[src/rtl/core/sfr_pkg.sv]
// ----------------------------------------------------------------------------
// sfr_pkg
// Frame layout constants, state codes and result field widths for the
// serial frame receiver.
// ----------------------------------------------------------------------------
`timescale 1ns / 1ps
`default_nettype none

package sfr_pkg;

  localparam int HEADER_LEN  = 10;
  localparam int LENGTH_POS  = 1;
  localparam int MAX_PAYLOAD = 512;

  // Offsets run over the header plus the largest payload.
  localparam int OFF_W = $clog2(HEADER_LEN + MAX_PAYLOAD + 1);
  localparam int LEN_W = 32;

  localparam logic [2:0] ST_IDLE     = 3'd0;
  localparam logic [2:0] ST_ENDPOINT = 3'd1;
  localparam logic [2:0] ST_HEADER   = 3'd2;
  localparam logic [2:0] ST_PAYLOAD  = 3'd3;
  localparam logic [2:0] ST_CHECKSUM = 3'd4;
  localparam logic [2:0] ST_READY    = 3'd5;
  localparam logic [2:0] ST_ERROR    = 3'd6;

  localparam logic [1:0] Q_READY    = 2'd0;
  localparam logic [1:0] Q_ERROR    = 2'd1;
  localparam logic [1:0] Q_NOTREADY = 2'd2;

  localparam logic KIND_BYTE  = 1'b0;
  localparam logic KIND_CLEAR = 1'b1;

  // Result word layout, lowest bit first.
  localparam int RES_BITS = 3 + 2 + 1 + 1 + 10 + 8 + 8 + 10;
  localparam int RES_W    = ((RES_BITS + 7) / 8) * 8;

endpackage

`default_nettype wire

[src/rtl/core/serial_frame_receiver_xor.sv]
// ----------------------------------------------------------------------------
// serial_frame_receiver_xor
// Length-prefixed serial frame receiver with an XOR checksum.
// ----------------------------------------------------------------------------
// Usage:
//   Bytes enter on the s_axis channel, one per transfer; tuser set to one
//   turns the transfer into a clear that returns the receiver to idle.
//   Every input transfer produces exactly one result transfer on m_axis,
//   carrying the state, query code, wake flag, the streamed header or
//   payload byte with its offset, the endpoint and the decoded length.
//   The user must set the start byte through the cfg channel while the block is idle; this is not enforced.
//   The result is valid in the cycle after its input transfer, and one item
//   is taken every cycle unless results stall; the frame state is updated by
//   a single pass of logic between the input handshake and the result register.
//   When the result side stalls, the result register holds its contents and
//   s_axis_tready drops until that result is taken; a new input is taken in
//   the same cycle as the waiting result leaves.
//   Reset clears the frame state, the start byte and the result valid flag;
//   both channels are held not ready while rst is high.
// ----------------------------------------------------------------------------
`timescale 1ns / 1ps
`default_nettype none

module serial_frame_receiver_xor
  import sfr_pkg::*;
(
  input  wire logic             clk,
  input  wire logic             rst,
  input  wire logic             s_axis_tvalid,
  output logic                  s_axis_tready,
  input  wire logic [7:0]       s_axis_tdata,  // data_byte
  input  wire logic             s_axis_tuser,  // kind
  output logic                  m_axis_tvalid,
  input  wire logic             m_axis_tready,
  // status, query_code, wake, byte_valid, byte_offset, byte_value,
  // endpoint, payload_length, zero fill
  output logic [RES_W-1:0]      m_axis_tdata,
  input  wire logic             cfg_valid,
  output logic                  cfg_ready,
  input  wire logic [7:0]       cfg_data
);

  logic [7:0]       open_code;
  logic [2:0]       recv_state, recv_state_next;
  logic [7:0]       endpoint_reg, endpoint_reg_next;
  logic [7:0]       xor_sum, xor_sum_next;
  logic [OFF_W-1:0] offset_count, offset_count_next;
  logic [OFF_W-1:0] end_offset, end_offset_next;
  logic [LEN_W-1:0] length_capture, length_capture_next;

  logic             in_xfer;
  logic             wake;
  logic             byte_valid;
  logic [OFF_W-1:0] byte_offset;
  logic [7:0]       byte_value;
  logic [1:0]       query_code;
  logic [9:0]       payload_length;

  logic [OFF_W-1:0] pos_plus;
  logic [OFF_W-1:0] lane;
  logic             lane_hit;
  logic [LEN_W-1:0] length_taken;
  logic [RES_W-1:0] result;

  assign s_axis_tready = !rst && (!m_axis_tvalid || m_axis_tready);
  assign cfg_ready     = !rst;
  assign in_xfer       = s_axis_tvalid && s_axis_tready;

  // Byte store helpers: the length field is picked up from the bytes that
  // fall on its four little-endian positions.
  assign pos_plus = offset_count + OFF_W'(1);
  assign lane     = offset_count - OFF_W'(LENGTH_POS);
  assign lane_hit = (offset_count >= OFF_W'(LENGTH_POS)) && (lane < OFF_W'(4));
  assign length_taken = lane_hit
      ? (length_capture | (LEN_W'(s_axis_tdata) << {lane[1:0], 3'b000}))
      : length_capture;

  always_comb begin
    recv_state_next     = recv_state;
    endpoint_reg_next   = endpoint_reg;
    xor_sum_next        = xor_sum;
    offset_count_next   = offset_count;
    end_offset_next     = end_offset;
    length_capture_next = length_capture;
    wake                = 1'b0;
    byte_valid          = 1'b0;
    byte_offset         = '0;
    byte_value          = '0;

    if (s_axis_tuser == KIND_CLEAR) begin
      recv_state_next     = ST_IDLE;
      endpoint_reg_next   = '0;
      xor_sum_next        = '0;
      offset_count_next   = '0;
      end_offset_next     = '0;
      length_capture_next = '0;
    end else begin
      case (recv_state)
        ST_IDLE: begin
          if (s_axis_tdata == open_code) begin
            recv_state_next     = ST_ENDPOINT;
            endpoint_reg_next   = '0;
            xor_sum_next        = '0;
            offset_count_next   = '0;
            end_offset_next     = '0;
            length_capture_next = '0;
          end else begin
            recv_state_next = ST_ERROR;
            wake            = 1'b1;
          end
        end
        ST_ENDPOINT: begin
          xor_sum_next      = s_axis_tdata;
          endpoint_reg_next = s_axis_tdata;
          end_offset_next   = OFF_W'(HEADER_LEN);
          recv_state_next   = ST_HEADER;
        end
        ST_HEADER: begin
          xor_sum_next        = xor_sum ^ s_axis_tdata;
          length_capture_next = length_taken;
          offset_count_next   = pos_plus;
          byte_valid          = 1'b1;
          byte_offset         = offset_count;
          byte_value          = s_axis_tdata;
          if (pos_plus >= OFF_W'(HEADER_LEN)) begin
            if (length_taken > LEN_W'(MAX_PAYLOAD)) begin
              recv_state_next = ST_ERROR;
              wake            = 1'b1;
            end else if (length_taken != '0) begin
              end_offset_next = OFF_W'(HEADER_LEN) + length_taken[OFF_W-1:0];
              recv_state_next = ST_PAYLOAD;
            end else begin
              recv_state_next = ST_CHECKSUM;
            end
          end
        end
        ST_PAYLOAD: begin
          xor_sum_next        = xor_sum ^ s_axis_tdata;
          length_capture_next = length_taken;
          offset_count_next   = pos_plus;
          byte_valid          = 1'b1;
          byte_offset         = offset_count;
          byte_value          = s_axis_tdata;
          if (pos_plus >= end_offset) begin
            recv_state_next = ST_CHECKSUM;
          end
        end
        ST_CHECKSUM: begin
          xor_sum_next    = xor_sum ^ s_axis_tdata;
          recv_state_next = ((xor_sum ^ s_axis_tdata) == 8'h00) ? ST_READY : ST_ERROR;
          wake            = 1'b1;
        end
        ST_ERROR: begin
          recv_state_next = ST_ERROR;
        end
        default: begin
          // A byte after the frame is ready is a protocol error.
          recv_state_next = ST_ERROR;
          wake            = 1'b1;
        end
      endcase
    end
  end

  always_comb begin
    if (recv_state_next == ST_READY) begin
      query_code = Q_READY;
    end else if (recv_state_next == ST_ERROR) begin
      query_code = Q_ERROR;
    end else begin
      query_code = Q_NOTREADY;
    end
    if (offset_count_next >= OFF_W'(HEADER_LEN)
        && length_capture_next <= LEN_W'(MAX_PAYLOAD)) begin
      payload_length = length_capture_next[9:0];
    end else begin
      payload_length = '0;
    end
  end

  assign result = RES_W'({payload_length, endpoint_reg_next, byte_value,
                          10'(byte_offset), byte_valid, wake, query_code,
                          recv_state_next});

  always_ff @(posedge clk) begin
    if (rst) begin
      open_code      <= '0;
      recv_state     <= ST_IDLE;
      endpoint_reg   <= '0;
      xor_sum        <= '0;
      offset_count   <= '0;
      end_offset     <= '0;
      length_capture <= '0;
      m_axis_tvalid  <= 1'b0;
    end else begin
      if (cfg_valid && cfg_ready) begin
        open_code <= cfg_data;
      end
      if (in_xfer) begin
        recv_state     <= recv_state_next;
        endpoint_reg   <= endpoint_reg_next;
        xor_sum        <= xor_sum_next;
        offset_count   <= offset_count_next;
        end_offset     <= end_offset_next;
        length_capture <= length_capture_next;
        m_axis_tvalid  <= 1'b1;
      end else if (m_axis_tready) begin
        m_axis_tvalid <= 1'b0;
      end
    end
  end

  always_ff @(posedge clk) begin
    if (in_xfer) begin
      m_axis_tdata <= result;
    end
  end

endmodule

`default_nettype wire

[config.mk]
export PLATFORM = sky130hd
export DESIGN_NAME = serial_frame_receiver_xor
export DESIGN_NICKNAME = d
export VERILOG_FILES = /design/src/rtl/core/sfr_pkg.sv /design/src/rtl/core/serial_frame_receiver_xor.sv
export SDC_FILE = /design/constraint.sdc
export NUM_CORES = 1
export LEC_CHECK = 0
export BUFFER_PORTS_ARGS = -buffer_cell sky130_fd_sc_hd__buf_2
export CAP_MARGIN = 5
export CORE_ASPECT_RATIO = 0.9
export CORE_MARGIN = 1
export CORE_UTILIZATION = 45
export CTS_CLUSTER_DIAMETER = 200
export CTS_CLUSTER_SIZE = 28
export DETAILED_ROUTE_END_ITERATION = 10
export GPL_TIMING_DRIVEN = 0
export PLACE_DENSITY = 0.6
export SLEW_MARGIN = 20
export SYNTH_ARGS = -nofsm -noshare
export SYNTH_HDL_FRONTEND = slang
export SYNTH_SLANG_ARGS = --single-unit
[constraint.sdc]
create_clock -name clk -period 4.45 [get_ports clk]
set_clock_uncertainty 0.05 [all_clocks]
set_input_delay 0.445 -clock clk [delete_from_list [all_inputs] [get_ports clk]]
set_output_delay 0.445 -clock clk [all_outputs]
set_load 0.005 [all_outputs]
==> summary.md <==
| Metric | Value |
|---|---|
| FFs w/ async S/R, synth | `0` |
| Mapped Area | `6200 um2` |
| # setup viols final | `0` |
| #FFs+latches synth | `approximately 120` |
| Hold_sp | `s_axis_tvalid` |
| TritonRoute pass-1 iters | `6` |
| Avg Inst Size Synth | `~9.4 um2` |
| GRT Util Overall | `0.264` |
| PwrDens | `375 nW/um2` |
| Root buffer cell | `clkbuf_16` |
| Most numerous cell in the Yosys netlist | `dfxtp_1` |
| Register area share after synthesis | `0.466` |
| Detailed-route DRC error count | `0` |
| Slew @ Worst Pin | `between 0.8 and 0.9 ns` |
| EDFF count, synth | `43` |
| Synth top area share | `0.258` |
| Core Region | `between 10000 and 15000 um2` |
| Hold Crit Class | `input pin to flip-flop` |
| Reg with most FFs | `m_axis_tdata` |
| Synth cell types | `66` |
| Hold WS | `around 0.20 ns` |
| Crit path DAT | `approximately 4.4 ns` |
| Leak | `approximately 2.8 nW` |
| Routed len/inst | `19.6 um` |
| Pin count of the biggest net entering global routing | `53` |
| Fmax | `~240 MHz` |
| Slew Viols, Final | `0` |
| # fillers | `roughly 1300` |
| Worst Setup Path Type | `flip-flop to flip-flop` |
| Post-synth top cells | `dfxtp_1 (80), nor2_1 (63), edfxtp_1 (43)` |
| Final ANT Viol Nets | `0` |
| Tcrit/Tclk final | `0.943` |
| Num CTS Buffers | `17` |
| PortBufs | `between 60 and 70` |
| Via count | `5483` |
| Critical Path Source Type | `flip-flop` |
| Setup TNS | `0 ns` |
| Number of synthesis warnings | `0` |
| Reg area | `between 2000 and 3000 um2` |
| Cells after synthesis | `roughly 660` |
| Initial DRC Count | `~380` |
| TritonCTS Sinks | `about 120` |
| Post-synth top area cell | `dfxtp_1` |
| GP Congestion | `0.923` |
| CP max FO | `10` |
| HPWL Detailed | `approximately 13 mm` |
| CP cell instances | `clkbuf_2, inv_1, ha_1, and4_1, clkbuf_1, clkbuf_2, a31o_2, ha_1, or2_2, a31oi_1, nor4_1, nand3_1, xnor2_1, o32ai_1` |
| Nets | `between 700 and 800` |
| Worst setup EP type | `flip-flop` |
| Row count | `40` |
| Reg clk slew, reported paths | `roughly 0.060 ns` |
| Minimum clock period after layout | `about 4.2 ns` |
| Worst path required time | `around 4.7 ns` |
| Share of layout cells above drive strength 1 | `0.166` |
| Reg2Reg Depth | `14` |
| I/O pin count | `73` |
| CTS Buffer Depth | `2` |
| Chip Width | `around 130 um` |
| Largest regs | `m_axis_tdata: 43 flops, length_capture: 32 flops` |
| Top cells by area, synth | `dfxtp_1 (26%), edfxtp_1 (21%), a22o_1 (5.4%)` |
| Hold path cells | `3` |
| Vias in the first global route | `between 5000 and 6000` |
| Placed Cells | `890` |
| Slowest cell on crit path | `nor4_1` |
| Starting Density | `0.463` |
| Area delta synth->final | `17.9%` |
| Worst-Skew Late Latency | `around 0.42 ns` |
| WHS Endpoint | `m_axis_tvalid` |
| Worst vdd ir | `roughly 240 uV` |
| Hold Fails Final Rpt | `0` |
| RSZ-0062 raised after global routing | `false` |
| Worst slew margin | `0.431` |
| Global-route wire length before repair | `~29 mm` |
| Antenna violations before repair | `0` |
| CP max stage delay | `0.56 ns` |
| Max reg flops | `43` |
| CTS H-tree depth | `4` |
| Main synth FF type | `dfxtp_1` |
| Area of the multi-input gates | `3000 um2` |
| # diodes | `0` |
| Final Power | `around 2.7 mW` |
| TritonCTS clock tree | `done` |
| Finished Layout Cells | `about 900` |
| R2r startpoint | `offset_count[0]` |
| Max Cap Viol | `0` |
| Die H | `between 100 and 150 um` |
| Total gr overflow | `0` |
| Drt via density | `between 5 and 6` |
| Reg2Reg Setup Slack | `around 0.25 ns` |
| R2r endpoint | `end_offset[9]` |
| Die area | `~14000 um2` |
| Final Util | `0.545` |
| Routed wire length | `18.0 mm` |
| Status | `finished, final reports clean` |
[where the power goes]
group	switching, mW	leakage [nW]	internal, mW
clock	0.529	0.271	0.821
sequential	0.00841	1.05	1.19
combinational	0.139	1.51	0.0598
total	0.677	2.84	2.07
[how the worst max path moves through the flow]
| stage | start | endpoint | slack, ns | cells after the start |
|---|---|---|---|---|
| floorplan | rst | length_capture[24] | 0.82 | 8 |
| global placement | rst | length_capture[28] | -1.01 | 8 |
| detailed placement | offset_count[0] | end_offset[9] | -0.03 | 14 |
| CTS | offset_count[0] | end_offset[9] | 0.17 | 14 |
| global route | offset_count[0] | end_offset[9] | 0.03 | 14 |
| finish | offset_count[0] | end_offset[9] | 0.25 | 14 |
[cells by family (layout without fill, tap and decap cells)]
kind of cell / after synthesis / after routing / share of synthesized area
other: 1 / 5 / 0.000604
muxes: 11 / 11 / 0.0179
xor gates and xnor gates: 32 / 32 / 0.0452
and+or+nand+nor: 213 / 213 / 0.178
DFF: 123 / 123 / 0.466
adders and majority gates: 14 / 14 / 0.0282
buffers and inverters: 79 / 172 / 0.0524
AOI/OAI and AO/OA: 184 / 184 / 0.212
[layer usage]
layer	share of wire	vias up	GRT usage	wire (um)
met3	0.082	21	0.0732	1490
met2	0.45	244	0.417	8120
met1	0.45	2624	0.348	8150
met5	0	-	0	0
li1	-	2594	-	-
met4	0.015	0	0.0964	277
[timing repair]
action | in CTS | in global routing
pin swaps | 0 | 0
hold buffers | 0 | 0
setup endpoints to repair | 1 | 1
gates resized for setup | 1 | 2
setup buffers | 0 | 0
[cell usage in the layout, fill, tap and decap left out, types with 6 or more instances in the layout]
cell type  instances
mux2i_1           10
a31oi_1           11
a22oi_1           10
nand2_1           33
and3_1            10
nor2b_1            6
xor2_1            19
o32ai_1            9
o21ai_0           35
nand2b_1           6
clkbuf_16         17
nand3_1           17
a31o_2            13
dfxtp_1           80
edfxtp_1          43
inv_1             29
xnor2_1           13
and2_1            15
clkbuf_1          37
buf_2             63
ha_1              14
nor4_1            12
nor2_1            63
a22o_1            38
nor3_1            23
a21oi_1           27
[final cells by class]
type / count / area share
multi-input cells: 459 / 0.410
repair buffers: 61 / 0.0417
flip-flops and latches: 123 / 0.395
clock buffers: 17 / 0.0582
plain buffers: 50 / 0.0304
clock inverters: 15 / 0.0202
inverters: 29 / 0.0149
well taps: 168 / 0.0287
[critical path: cells and delay by family, from the launching register on]
family                   cells  cell delay [ns]
AND/OR/NAND/NOR              4             1.08
flip-flops                   1             0.48
XOR/XNOR                     1             0.29
buffers and inverters        4             1.11
adder cells (fa/ha/maj)      2             0.65
AO/OA/AOI/OAI                3             0.41
[stage by stage]
stage                     instance area [um2]  worst slack, ns
after global routing                     7310           0.0251
after floorplan                          6220            0.817
final                                    7310            0.252
after global placement                   6740            -1.01
after CTS                                7310            0.170
after detailed placement                 6740          -0.0315
No activity file was read; power rests on OpenSTA's default activity.
